**src/rtl/core/tccw_pkg.sv**
```systemverilog
// Package for the text console cell writer: geometry, character codes,
// request/result structs and sequencer states. No dependencies.
package tccw_pkg;

    localparam int COLUMNS   = 80;
    localparam int ROWS      = 25;
    localparam int CELLS     = COLUMNS * ROWS;
    localparam int ADDR_W    = $clog2(CELLS);
    localparam int COL_W     = $clog2(COLUMNS);
    localparam int CX_W      = COL_W + 1;
    localparam int ROW_W     = $clog2(ROWS);
    localparam int IDX_W     = 11;
    localparam int WIDE_W    = (ADDR_W > IDX_W) ? ADDR_W : IDX_W;
    localparam int FILL_BASE = (ROWS - 1) * COLUMNS;
    localparam int CELL_W    = 16;

    localparam logic [7:0] CODE_TAB      = 8'd9;
    localparam logic [7:0] CODE_NEWLINE  = 8'd10;
    localparam logic [7:0] CODE_SPACE    = 8'd32;
    localparam logic [7:0] ATTR_AT_RESET = 8'h1f;
    localparam logic [2:0] TAB_MASK      = 3'd7;

    typedef struct packed {
        logic              cell_written;
        logic [IDX_W-1:0]  cell_index;
        logic [7:0]        glyph;
        logic [7:0]        glyph_attr;
        logic [IDX_W-1:0]  cursor_position;
        logic              scrolled;
    } res_t;

    typedef struct packed {
        logic              en;
        logic [ADDR_W-1:0] addr;
        logic [CELL_W-1:0] data;
    } cell_wr_t;

    typedef struct packed {
        logic idle;
        logic scroll_done;
    } sweep_stat_t;

    typedef enum logic [2:0] {
        ST_CLEAR,
        ST_IDLE,
        ST_COPY,
        ST_DRAIN,
        ST_FILL
    } sweep_state_t;

    function automatic logic [IDX_W-1:0] fit_idx(input logic [ADDR_W-1:0] a);
        logic [WIDE_W-1:0] w;
        w = WIDE_W'(a);
        return w[IDX_W-1:0];
    endfunction

endpackage

```
**src/rtl/core/tccw_char_if.sv**
```systemverilog
// Character request channel: valid/ready plus the character byte.
// Depends on nothing.
interface tccw_char_if;
    logic       valid;
    logic       ready;
    logic [7:0] char_code;

    modport source (output valid, output char_code, input ready);
    modport sink (input valid, input char_code, output ready);
endinterface

```
**src/rtl/core/tccw_result_if.sv**
```systemverilog
// Result channel: valid/ready plus the written cell, cursor and scroll flag.
// Depends on tccw_pkg for the index width.
interface tccw_result_if;
    logic                        valid;
    logic                        ready;
    logic                        cell_written;
    logic [tccw_pkg::IDX_W-1:0]  cell_index;
    logic [7:0]                  glyph;
    logic [7:0]                  glyph_attr;
    logic [tccw_pkg::IDX_W-1:0]  cursor_position;
    logic                        scrolled;

    modport source (output valid, output cell_written, output cell_index, output glyph,
                    output glyph_attr, output cursor_position, output scrolled,
                    input ready);
    modport sink (input valid, input cell_written, input cell_index, input glyph,
                  input glyph_attr, input cursor_position, input scrolled,
                  output ready);
endinterface

```
**src/rtl/core/tccw_ram.sv**
```systemverilog
// Generic single-port-write, single-port-read RAM with registered read data.
// No dependencies.
module tccw_ram #(
    parameter int WIDTH = 16,
    parameter int DEPTH = 2000
) (
    input  logic                     clk,
    input  logic                     we,
    input  logic [$clog2(DEPTH)-1:0] waddr,
    input  logic [WIDTH-1:0]         wdata,
    input  logic [$clog2(DEPTH)-1:0] raddr,
    output logic [WIDTH-1:0]         rdata
);
    logic [WIDTH-1:0] mem [DEPTH];
    logic [WIDTH-1:0] rdata_reg;

    always_ff @(posedge clk)
    begin
        if (we)
        begin
            mem[waddr] <= wdata;
        end
        rdata_reg <= mem[raddr];
    end

    assign rdata = rdata_reg;
endmodule

```
**src/rtl/core/tccw_cursor.sv**
```systemverilog
// Cursor tracker: column, row and row base; builds the result and the cell write.
// Depends on tccw_pkg.
module tccw_cursor (
    input  logic               clk,
    input  logic               rst_n,
    input  logic               accept,
    input  logic [7:0]         char_code,
    input  logic [7:0]         attr,
    output tccw_pkg::res_t     res,
    output tccw_pkg::cell_wr_t cwr
);
    import tccw_pkg::*;

    logic [COL_W-1:0]  col_reg, col_next;
    logic [ROW_W-1:0]  row_reg, row_next;
    logic [ADDR_W-1:0] base_reg, base_next;
    logic              is_tab, is_nl, is_glyph, col_wrap, wrap, row_over;
    logic [CX_W-1:0]   col_ext, col_adv;
    logic [ADDR_W-1:0] cur_idx, new_idx;

    always_comb
    begin
        is_tab   = (char_code == CODE_TAB);
        is_nl    = (char_code == CODE_NEWLINE);
        is_glyph = !is_tab && !is_nl;
        col_ext  = CX_W'(col_reg);
        col_adv  = is_tab ? ((col_ext | CX_W'(TAB_MASK)) + CX_W'(1)) : (col_ext + CX_W'(1));
        col_wrap = (col_adv >= CX_W'(COLUMNS));
        wrap     = is_nl || col_wrap;
        row_over = wrap && (row_reg == ROW_W'(ROWS - 1));
        if (is_nl)
        begin
            col_next = '0;
        end
        else if (col_wrap)
        begin
            col_next = COL_W'(col_adv - CX_W'(COLUMNS));
        end
        else
        begin
            col_next = COL_W'(col_adv);
        end
        row_next  = (wrap && !row_over) ? (row_reg + ROW_W'(1)) : row_reg;
        base_next = (wrap && !row_over) ? (base_reg + ADDR_W'(COLUMNS)) : base_reg;
        cur_idx   = base_reg + ADDR_W'(col_reg);
        new_idx   = base_next + ADDR_W'(col_next);
    end

    always_comb
    begin
        res.cell_written    = is_glyph;
        res.cell_index      = is_glyph ? fit_idx(cur_idx) : '0;
        res.glyph           = is_glyph ? char_code : '0;
        res.glyph_attr      = is_glyph ? attr : '0;
        res.cursor_position = fit_idx(new_idx);
        res.scrolled        = row_over;
        cwr.en              = accept && is_glyph;
        cwr.addr            = cur_idx;
        cwr.data            = {attr, char_code};
    end

    always_ff @(posedge clk or negedge rst_n)
    begin
        if (!rst_n)
        begin
            col_reg  <= '0;
            row_reg  <= '0;
            base_reg <= '0;
        end
        else if (accept)
        begin
            col_reg  <= col_next;
            row_reg  <= row_next;
            base_reg <= base_next;
        end
    end
endmodule

```
**src/rtl/core/tccw_sweep.sv**
```systemverilog
// Cell store sequencer: reset clearing pass, character writes and the scroll sweep;
// the clearing pass and the sweep share one address counter. Depends on tccw_pkg and tccw_ram.
module tccw_sweep (
    input  logic                  clk,
    input  logic                  rst_n,
    input  tccw_pkg::cell_wr_t    cwr,
    input  logic                  start,
    input  logic [7:0]            attr,
    output tccw_pkg::sweep_stat_t stat
);
    import tccw_pkg::*;

    sweep_state_t      state_reg, state_next;
    logic [ADDR_W-1:0] cnt_reg, cnt_next;
    logic              pend_reg;
    logic [ADDR_W-1:0] pend_addr_reg;
    logic [ADDR_W-1:0] cnt_inc;
    logic              last;
    logic              ram_we;
    logic [ADDR_W-1:0] ram_waddr, ram_raddr;
    logic [CELL_W-1:0] ram_wdata, ram_rdata;

    assign cnt_inc = cnt_reg + ADDR_W'(1);
    assign last    = (cnt_reg == ADDR_W'(CELLS - 1));

    always_comb
    begin
        state_next = state_reg;
        cnt_next   = cnt_reg;
        case (state_reg)
            ST_CLEAR:
            begin
                cnt_next = last ? '0 : cnt_inc;
                if (last)
                begin
                    state_next = ST_IDLE;
                end
            end
            ST_IDLE:
            begin
                if (start)
                begin
                    state_next = ST_COPY;
                    cnt_next   = ADDR_W'(COLUMNS);
                end
            end
            ST_COPY:
            begin
                cnt_next = cnt_inc;
                if (last)
                begin
                    state_next = ST_DRAIN;
                end
            end
            ST_DRAIN:
            begin
                state_next = ST_FILL;
                cnt_next   = ADDR_W'(FILL_BASE);
            end
            ST_FILL:
            begin
                cnt_next = cnt_inc;
                if (last)
                begin
                    state_next = ST_IDLE;
                end
            end
            default:
            begin
                state_next = ST_IDLE;
            end
        endcase
    end

    always_comb
    begin
        ram_we           = 1'b0;
        ram_waddr        = cnt_reg;
        ram_wdata        = {ATTR_AT_RESET, CODE_SPACE};
        ram_raddr        = cnt_reg;
        stat.idle        = 1'b0;
        stat.scroll_done = 1'b0;
        case (state_reg)
            ST_CLEAR:
            begin
                ram_we = 1'b1;
            end
            ST_IDLE:
            begin
                stat.idle = 1'b1;
                ram_we    = cwr.en;
                ram_waddr = cwr.addr;
                ram_wdata = cwr.data;
            end
            ST_COPY, ST_DRAIN:
            begin
                ram_we    = pend_reg;
                ram_waddr = pend_addr_reg;
                ram_wdata = ram_rdata;
            end
            ST_FILL:
            begin
                ram_we           = 1'b1;
                ram_wdata        = {attr, CODE_SPACE};
                stat.scroll_done = last;
            end
            default:
            begin
                ram_we = 1'b0;
            end
        endcase
    end

    always_ff @(posedge clk or negedge rst_n)
    begin
        if (!rst_n)
        begin
            state_reg <= ST_CLEAR;
            cnt_reg   <= '0;
            pend_reg  <= 1'b0;
        end
        else
        begin
            state_reg <= state_next;
            cnt_reg   <= cnt_next;
            pend_reg  <= (state_reg == ST_COPY);
        end
    end

    always_ff @(posedge clk)
    begin
        pend_addr_reg <= cnt_reg - ADDR_W'(COLUMNS);
    end

    tccw_ram #(
        .WIDTH (CELL_W),
        .DEPTH (CELLS)
    ) u_store (
        .clk   (clk),
        .we    (ram_we),
        .waddr (ram_waddr),
        .wdata (ram_wdata),
        .raddr (ram_raddr),
        .rdata (ram_rdata)
    );
endmodule

```
**src/rtl/core/text_console_cell_writer_core.sv**
```systemverilog
// Text console cell writer, top level: handshake, attribute register, result register.
// Depends on tccw_pkg, tccw_char_if, tccw_result_if, tccw_cursor and tccw_sweep.
//
// Each character request moves the cursor over a COLUMNS x ROWS cell store and a glyph
// writes its cell; a request that does not scroll yields one result the next cycle,
// and with the result side taking every cycle, tab, newline and glyph requests are
// accepted one per cycle. A request that scrolls starts a sweep of the store through
// its single RAM write port: a copy of every row but the top one up by one row, a
// drain state and a blank fill of the bottom row, after which its result appears
// and requests are taken again. After reset a clearing pass writes spaces with
// attribute 0x1f to every cell; no request is accepted meanwhile, attribute writes are.
module text_console_cell_writer_core (
    input  logic       clk,
    input  logic       rst_n,
    tccw_char_if.sink  chars,
    tccw_result_if.source results,
    input  logic       cfg_we,
    input  logic [7:0] cfg_wdata
);
    import tccw_pkg::*;

    logic [7:0]  attr_reg;
    logic        out_valid_reg;
    res_t        out_res_reg;
    res_t        res;
    cell_wr_t    cwr;
    sweep_stat_t stat;
    logic        accept;

    assign chars.ready = stat.idle && (!out_valid_reg || results.ready);
    assign accept      = chars.valid && chars.ready;

    tccw_cursor u_cursor (
        .clk       (clk),
        .rst_n     (rst_n),
        .accept    (accept),
        .char_code (chars.char_code),
        .attr      (attr_reg),
        .res       (res),
        .cwr       (cwr)
    );

    tccw_sweep u_sweep (
        .clk   (clk),
        .rst_n (rst_n),
        .cwr   (cwr),
        .start (accept && res.scrolled),
        .attr  (attr_reg),
        .stat  (stat)
    );

    always_ff @(posedge clk or negedge rst_n)
    begin
        if (!rst_n)
        begin
            attr_reg      <= ATTR_AT_RESET;
            out_valid_reg <= 1'b0;
        end
        else
        begin
            if (cfg_we)
            begin
                attr_reg <= cfg_wdata;
            end
            if (accept)
            begin
                out_valid_reg <= !res.scrolled;
            end
            else if (stat.scroll_done)
            begin
                out_valid_reg <= 1'b1;
            end
            else if (results.ready)
            begin
                out_valid_reg <= 1'b0;
            end
        end
    end

    always_ff @(posedge clk)
    begin
        if (accept)
        begin
            out_res_reg <= res;
        end
    end

    assign results.valid           = out_valid_reg;
    assign results.cell_written    = out_res_reg.cell_written;
    assign results.cell_index      = out_res_reg.cell_index;
    assign results.glyph           = out_res_reg.glyph;
    assign results.glyph_attr      = out_res_reg.glyph_attr;
    assign results.cursor_position = out_res_reg.cursor_position;
    assign results.scrolled        = out_res_reg.scrolled;

    a_scroll_starts_sweep: assert property (@(posedge clk) disable iff (!rst_n)
        accept && res.scrolled |=> !stat.idle)
        else $error("scroll request did not start the store sweep");

    a_no_request_while_busy: assert property (@(posedge clk) disable iff (!rst_n)
        !stat.idle |-> !chars.ready)
        else $error("request taken while the store sweep runs");

    a_no_result_while_busy: assert property (@(posedge clk) disable iff (!rst_n)
        !stat.idle |-> !results.valid)
        else $error("result shown before the store sweep finished");
endmodule
```
**src/flat_wrapper.sv**
```systemverilog
// flat-port wrapper written by rule: the top's interface ports become plain ports
module text_console_cell_writer_core_flat import tccw_pkg::*;
  (clk, rst_n, cfg_we, cfg_wdata, chars_valid, chars_char_code, chars_ready, results_valid, results_cell_written, results_cell_index, results_glyph, results_glyph_attr, results_cursor_position, results_scrolled, results_ready);
  tccw_char_if chars_i ();
  tccw_result_if results_i ();
  input  logic clk;
  input  logic rst_n;
  input  logic cfg_we;
  input  logic [7:0] cfg_wdata;
  input wire logic [$bits(chars_i.valid)-1:0] chars_valid;
  input wire logic [$bits(chars_i.char_code)-1:0] chars_char_code;
  output wire logic [$bits(chars_i.ready)-1:0] chars_ready;
  output wire logic [$bits(results_i.valid)-1:0] results_valid;
  output wire logic [$bits(results_i.cell_written)-1:0] results_cell_written;
  output wire logic [$bits(results_i.cell_index)-1:0] results_cell_index;
  output wire logic [$bits(results_i.glyph)-1:0] results_glyph;
  output wire logic [$bits(results_i.glyph_attr)-1:0] results_glyph_attr;
  output wire logic [$bits(results_i.cursor_position)-1:0] results_cursor_position;
  output wire logic [$bits(results_i.scrolled)-1:0] results_scrolled;
  input wire logic [$bits(results_i.ready)-1:0] results_ready;
  assign chars_i.valid = chars_valid;
  assign chars_i.char_code = chars_char_code;
  assign chars_ready = chars_i.ready;
  assign results_valid = results_i.valid;
  assign results_cell_written = results_i.cell_written;
  assign results_cell_index = results_i.cell_index;
  assign results_glyph = results_i.glyph;
  assign results_glyph_attr = results_i.glyph_attr;
  assign results_cursor_position = results_i.cursor_position;
  assign results_scrolled = results_i.scrolled;
  assign results_i.ready = results_ready;
  text_console_cell_writer_core u_core (.clk(clk), .rst_n(rst_n), .chars(chars_i), .results(results_i), .cfg_we(cfg_we), .cfg_wdata(cfg_wdata));
endmodule
```
**config.mk**
```make
export PLATFORM = sky130hd
export DESIGN_NAME = text_console_cell_writer_core_flat
export DESIGN_NICKNAME = d
export VERILOG_FILES = /design/src/rtl/core/tccw_pkg.sv /design/src/rtl/core/tccw_char_if.sv /design/src/rtl/core/tccw_result_if.sv /design/src/rtl/core/tccw_ram.sv /design/src/rtl/core/tccw_cursor.sv /design/src/rtl/core/tccw_sweep.sv /design/src/rtl/core/text_console_cell_writer_core.sv /design/src/flat_wrapper.sv
export SDC_FILE = /design/constraint.sdc
export NUM_CORES = 1
export LEC_CHECK = 0
export ABC_AREA = 1
export BUFFER_PORTS_ARGS = -buffer_cell sky130_fd_sc_hd__buf_4
export CORE_MARGIN = 4
export CORE_UTILIZATION = 60
export CTS_CLUSTER_DIAMETER = 40
export DETAILED_ROUTE_END_ITERATION = 16
export PLACE_DENSITY = 0.93
export REMOVE_ABC_BUFFERS = 1
export SLEW_MARGIN = 20
export SYNTH_ARGS = -nofsm -noshare
export SYNTH_HDL_FRONTEND = slang
export SYNTH_SLANG_ARGS = --single-unit
```
**constraint.sdc**
```tcl
create_clock -name clk -period 9.3 [get_ports clk]
set_input_delay 0.465 -clock clk [delete_from_list [all_inputs] [get_ports clk]]
set_output_delay 0.465 -clock clk [all_outputs]
set_load 0.01 [all_outputs]
```
==> results.md, run 1 <==
* Slew HR at 0.306
* # fillers at 548
* Crit path DAT at 3.80 ns
* Post-synth EDFFs at 40
* I/O pins at 63
* HPWL Detailed at 6.46 mm
* Most common cell after layout, fill and taps aside: nand2_1
* Vias in the first global route at 3,471
* Synthesized cell area at 0.00443 mm²
* Status: finished clean
* Tmin final at 3.68 ns
* Fraction of layout cells with a size suffix above 1 at 0.233
* Clk sinks at 82
* Largest net degree at the start of global routing at 56
* Worst flop-to-flop path startpoint: u_core.u_cursor.col_reg[0]$_DFFE_PN0P_
* I/O Buffers at 62
* Kind of critical path: reg -> reg
* Grt ovf at 0
* Die X-Extent at 93.9 µm
* Crit end category: flop
* Global placement routability congestion at 0.885
* DRT iter0 DRCs at 185
* Placed Instance Area at 0.00495 mm²
* Number of inserted diodes at 0
* Setup tns final at 0 ns
* Period utilization at 0.395
* Pins over their slew limit at 0
* Worst reg2reg setup slack at 5.62 ns
* Worst Tran Pin Value at 1.04 ns
* Pwr per Cell Area at 314 mW/mm²
* CTS max path bufs at 2
* Length of the first detailed-routing pass in iterations at 5
* Synthesized flop and latch total at 82
* Post-CTS setup buffer count at 0
* Worst-case reg-to-reg path depth at 24
* Drt drc at 0
* Final #Nets at 588
* YS warnings at 0
* Post-Syn Area per Cell at 9.00 µm²
* Async S/R FF share, synth at 0.512
* Leak pwr at 2.35 nW
* Antenna-violating nets left at 0
* CTS clk-pin slew, worst paths at 0.09 ns
* Area grow syn2layout at 16.1%
* RSZ-0062 raised after global routing: false
* Hold_buf cts at 0
* Total wire length at 8.96 mm
* Post-DR vias/cell at 5.30
* Initial Util at 0.614
* Setup violators final at 0
* Initial antenna violation count at 0
* Post-synthesis sequential area ratio at 0.510
* CTS Buf Count at 9
* HP Class: in -> async
* Crit start category: flop
* Die Span Y at 93.9 µm
* Rows at 31
* Mapped Cells at 492
* Max-cap violations at 0
* Most frequent cells in the layout: 102 x nand2_1, 72 x inv_1, 62 x buf_4
* First-pass GRT wire length at 15.2 mm
* DR WL/cell at 13.7 µm
* Total power at 0.00162 W
* Fin area at 0.00514 mm²
* CP Max Fanout at 9
* Worst clock skew at 0.0126 ns
* Final hold violations at 0
* Dominant synthesized flop cell: edfxtp_1
* FF-to-FF End: u_core.results.cursor_position[10]$_DFFE_PP_
* Root buffer cell: clkbuf_8
* Post-CTS sizing at 0
* Vias at 3,476
* Worst EP required at 9.42 ns
* Fmax at 272 MHz
* Htree depth at 3
* All-Layer GR Usage at 0.218
* CTS tree: done
* Core area at 0.00721 mm²
* Die ar. at 0.00882 mm²
* Peak VDD IR at 138 µV
* Clk_lat worst skew at 0.35 ns
* Synth unique cells at 44
Yosys cell counts (2+ instances only):
cell        n  area [µm²]
xor2_1     10        87.6
nor3_1      7        35.0
edfxtp_1   40        1200
nor2_2      3        18.8
nand4_1     4        25.0
o21ai_1     4        20.0
o21ai_2    10        87.6
nor2_4      4        45.0
nor4_1      2        12.5
o21bai_1    2        15.0
nand3_1    22         110
nand2_1   102         383
clkbuf_1    7        26.3
dfrtp_1    37         926
nor2_1     44         165
inv_1      73         274
or2_2       3        18.8
buf_2       2        10.0
a21oi_1    11        55.1
o21ai_0    35         175
inv_2       3        11.3
fa_1        2        40.0
dfstp_2     5         131
o211ai_1    2        15.0
a21oi_2     2        17.5
nand2_2    14        87.6
xnor2_1     7        61.3
buf_6       2        22.5
a31oi_1     4        25.0
ha_1       13         163
nand2_4     3        33.8
logic make-up (layout without fill, tap and decap cells):
kind of cell               after synthesis  count (layout)  synth area share
and+or+nand+nor                        212             212             0.222
buffers and inverters                   89             154            0.0802
DFF                                     82              82             0.510
AOI/OAI and AO/OA                       76              76             0.105
xor gates and xnor gates                18              18            0.0373
adders and majority gates               15              15            0.0458
report_power, final:
group          internal, W  leakage (nW)  switching [W]
Clock             0.000125        0.0925       0.000131
Sequential        0.000531         0.891      0.0000946
Combinational     0.000283          1.37       0.000451
Total             0.000938          2.35       0.000677
worst max-delay path: stages (launching register included):
cell and delay (ns):
dfrtp_1 0.51, ha_1 0.30, nand3_1 0.10, nand2_1 0.08
nand2_1 0.07, nand2_1 0.09, nand2_2 0.08, ha_1 0.18
nand2_1 0.06, nor2_1 0.04, nand2_1 0.05, nand2_1 0.06
nand2_2 0.09, nand3_4 0.11, nand2_4 0.16, xor2_1 0.29
ha_1 0.20, inv_1 0.06, fa_1 0.43, inv_1 0.07
a21oi_1 0.07, nor2_2 0.16, nand2_1 0.07, nand2_1 0.05
nand2_1 0.05
how the worst max path moves through the flow:
stage                                           start                                            to  depth (start not counted)
4_1_cts        u_core.u_cursor.col_reg[0]$_DFFE_PN0P_  u_core.results.cursor_position[10]$_DFFE_PP_                         24
5_1_grt        u_core.u_cursor.col_reg[3]$_DFFE_PN0P_   u_core.results.cursor_position[9]$_DFFE_PP_                         27
3_5_place_dp                       chars_char_code[5]  u_core.results.cursor_position[10]$_DFFE_PP_                         24
3_3_place_gp                       chars_char_code[1]  u_core.results.cursor_position[10]$_DFFE_PP_                         25
2_1_floorplan  u_core.u_cursor.col_reg[4]$_DFFE_PN0P_  u_core.results.cursor_position[10]$_DFFE_PP_                         25
6_report       u_core.u_cursor.col_reg[0]$_DFFE_PN0P_  u_core.results.cursor_position[10]$_DFFE_PP_                         24
per-stage QoR:
step / worst slack (ns) / hold slack, ns / util / std cells
final: 5.62 / 0.0914 / 0.713 / 656
after global routing: 5.27 / 0.123 / 0.713 / 656
after global placement: 5.84 / 0.474 / 0.686 / 640
after detailed placement: 5.68 / 0.489 / 0.686 / 640
after floorplan: 6.15 / 0.169 / - / 479
after CTS: 5.65 / 0.113 / 0.713 / 656
routing by layer:
layer  up-vias  track usage  wire (µm)
met2        99        0.385       4610
met5         -            0          0
met3        25       0.0553        481
li1       1703            -          -
met4         0       0.0951        202
met1      1649        0.249       3670
final cells by class:
cell class,instances,area (µm²),area share
Inverter,76,285,0.0555
Clock inverter,6,67.6,0.0131
Clock buffer,10,128,0.0248
Tap cell,99,124,0.0241
Sequential cell,82,2260,0.439
Timing Repair Buffer,62,465,0.0905
Multi-Input combinational cell,321,1810,0.353
(Power assumes the default switching activity.)
==> inputs of run 2 (changes only) <==
--- a/config.mk
+++ b/config.mk
@@ -8,10 +8,10 @@
 export ABC_AREA = 1
 export BUFFER_PORTS_ARGS = -buffer_cell sky130_fd_sc_hd__buf_4
 export CORE_MARGIN = 4
-export CORE_UTILIZATION = 60
+export CORE_UTILIZATION = 58
 export CTS_CLUSTER_DIAMETER = 40
 export DETAILED_ROUTE_END_ITERATION = 16
-export PLACE_DENSITY = 0.93
+export PLACE_DENSITY = 0.91
 export REMOVE_ABC_BUFFERS = 1
 export SLEW_MARGIN = 20
 export SYNTH_ARGS = -nofsm -noshare
==> constraint.sdc (replaced) <==
create_clock -name clk -period 3.4 [get_ports clk]
set_input_delay 0.17 -clock clk [delete_from_list [all_inputs] [get_ports clk]]
set_output_delay 0.17 -clock clk [all_outputs]
set_load 0.01 [all_outputs]
==> results.md, run 2 (synthesized netlist as in run 1, its figures left out) <==
* Number of inserted diodes at 0 (unchanged)
* RSZ-0062 raised after global routing: true (was false)
* Max-cap violations at 0 (unchanged)
* CP Max Fanout at 7 (was 9)
* CP max-delay cell: dfrtp_1 (unchanged)
* Total wire length at 10.4 mm (was 8.96 mm)
* Final worst slack at -0.122 ns (was 5.62 ns)
* HPWL Detailed at 6.62 mm (was 6.46 mm)
* Length of the first detailed-routing pass in iterations at 5 (unchanged)
* Rows at 31 (unchanged)
* CTS max path bufs at 2 (unchanged)
* Crit end category: flop (unchanged)
* Tmin final at 3.52 ns (was 3.68 ns)
* Peak VDD IR at 397 µV (was 138 µV)
* Htree depth at 3 (unchanged)
* CTS tree: done (unchanged)
* Failing checks: setup timing
* CTS clk-pin slew, worst paths at 0.08 ns (was 0.09 ns)
* Slew HR at 0.565 (was 0.306)
* Crit start category: flop (unchanged)
* Vias at 3,706 (was 3,476)
* Root buffer cell: clkbuf_8 (unchanged)
* Pins over their slew limit at 0 (unchanged)
* CTS Buf Count at 9 (unchanged)
* I/O pins at 63 (unchanged)
* Worst EP required at 3.51 ns (was 9.42 ns)
* Die ar. at 0.00910 mm² (was 0.00882 mm²)
* Worst Hold Slack at 0.0192 ns (was 0.0914 ns)
* All-Layer GR Usage at 0.224 (was 0.218)
* Setup violators final at 3 (was 0)
* First-pass GRT wire length at 15.6 mm (was 15.2 mm)
* Setup tns final at -0.182 ns (was 0 ns)
* Most common cell after layout, fill and taps aside: nand2_1 (unchanged)
* Placed instance count at 644 (was 640)
* Fmax at 284 MHz (was 272 MHz)
* Worst Tran Pin Value at 0.652 ns (was 1.04 ns)
* HP Class: in -> reg (was in -> async)
* Pwr per Cell Area at 902 mW/mm² (was 314 mW/mm²)
* Placed Instance Area at 0.00499 mm² (was 0.00495 mm²)
* DRT iter0 DRCs at 216 (was 185)
* I/O Buffers at 62 (unchanged)
* Period utilization at 1.04 (was 0.395)
* Global placement routability congestion at 0.930 (was 0.885)
* Buf/Inv on CP at 3 (was 2)
* Clk_lat worst skew at 0.35 ns (about the same)
* Crit path DAT at 3.63 ns (was 3.80 ns)
* Largest net degree at the start of global routing at 43 (was 56)
* Grt ovf at 0 (unchanged)
* Status: finished with violations (was finished clean)
* Worst clock skew at 0.0124 ns (was 0.0126 ns)
* Fin area at 0.00546 mm² (was 0.00514 mm²)
* Final hold violations at 0 (unchanged)
* Die X-Extent at 95.4 µm (was 93.9 µm)
* Drt drc at 0 (unchanged)
* Post-DR vias/cell at 5.47 (was 5.30)
* Leak pwr at 2.47 nW (was 2.35 nW)
* Worst path top cell family by delay: simple AND/OR/NAND/NOR gates (unchanged)
* Most frequent cells in the layout: 98 x nand2_1, 78 x buf_4, 68 x inv_1 (was 102 x nand2_1, 72 x inv_1, 62 x buf_4)
* Fin cells at 678 (was 656)
* Fraction of layout cells with a size suffix above 1 at 0.292 (was 0.233)
* DR WL/cell at 15.3 µm (was 13.7 µm)
* Core area at 0.00733 mm² (was 0.00721 mm²)
* Worst reg2reg setup slack at -0.12 ns (was 5.62 ns)
* Area grow syn2layout at 23.3% (was 16.1%)
* Initial Util at 0.604 (was 0.614)
* Final #Nets at 610 (was 588)
* Clk sinks at 82 (unchanged)
* Most common cell on crit path: nand2_1 (unchanged)
* Kind of critical path: reg -> reg (unchanged)
* Vias in the first global route at 3,511 (was 3,471)
* Initial antenna violation count at 0 (unchanged)
* Die Span Y at 95.4 µm (was 93.9 µm)
* Antenna-violating nets left at 0 (unchanged)
* CP max stage delay at 0.42 ns (was 0.51 ns)
* # fillers at 506 (was 548)
==> run 2: worst paths after layout <==
path	start	to	depth (start not counted)
worst max-delay path	u_core.u_cursor.col_reg[1]$_DFFE_PN0P_	u_core.results.cursor_position[10]$_DFFE_PP_	25
worst min-delay path	cfg_wdata[4]	u_core.attr_reg[4]$_DFFE_PN1P_	3
worst max register to register	u_core.u_cursor.col_reg[1]$_DFFE_PN0P_	u_core.results.cursor_position[10]$_DFFE_PP_	25
worst min register to register	u_core.attr_reg[4]$_DFFE_PN1P_	u_core.attr_reg[4]$_DFFE_PN1P_	2
max in group asynchronous	rst_n	u_core.u_cursor.col_reg[2]$_DFFE_PN0P_	2
min in group asynchronous	rst_n	u_core.u_sweep.cnt_reg[1]$_DFFE_PN0P_	2
==> run 2: area by class of cell <==
class,count,area [µm²],share of cell area
Tap cell,99,124,0.0227
Clock inverter,1,5.00,0.000917
Inverter,76,288,0.0527
Clock buffer,15,189,0.0346
Multi-Input combinational cell,321,1930,0.354
Sequential cell,82,2260,0.414
Timing Repair Buffer,84,658,0.121
==> run 2: stage by stage <==
step / utilization / worst slack, ns / power (W)
after floorplan: - / 0.245 / 0.00311
after global placement: 0.681 / 0.116 / 0.00365
after detailed placement: 0.681 / -0.118 / 0.00378
after CTS: 0.717 / 0.0447 / 0.00455
after global routing: 0.745 / -0.274 / 0.00528
final: 0.745 / -0.122 / 0.00493
==> run 2: metal layers <==
metal,up-vias,share of wire,track usage
met1,1731,0.36,0.255
met2,182,0.52,0.399
li1,1751,-,-
met4,0,0.040,0.108
met3,42,0.080,0.0458
met5,-,0,0
==> run 2: worst reg2reg max path: stages, from the launching register on <==
cell and delay [ns]:
dfrtp_1 0.42, buf_6 0.15, nand2_2 0.08, nor2_2 0.13, nand3_1 0.11, nand2_1 0.12, nand2_2 0.08, nand2_2 0.08
ha_1 0.14, nand2_1 0.05, nor2_1 0.09, nand2_1 0.05, nand2_1 0.07, nand2_2 0.11, nand3_4 0.14, nand2_8 0.10
xor2_4 0.20, ha_2 0.20, inv_1 0.08, fa_2 0.39, inv_2 0.09, a21oi_1 0.08, nor2_2 0.14, nand2_1 0.07
nand2_1 0.06, nand2_1 0.05
==> run 2: timing repair <==
| item | CTS | global route |
|---|---|---|
| setup buffers | 2 | 13 |
| gates resized for setup | 6 | 29 |
| endpoints found under the setup margin | 3 | 4 |
| pin swaps | 0 | 12 |
| hold buffers | 3 | 0 |
| endpoints found under the hold margin | 39 | 0 |
==> run 2: report_power, final <==
part           total (W)  switching [W]  internal, W
Clock           0.000683       0.000328     0.000355
Combinational    0.00254        0.00150      0.00104
Sequential       0.00170       0.000250      0.00145
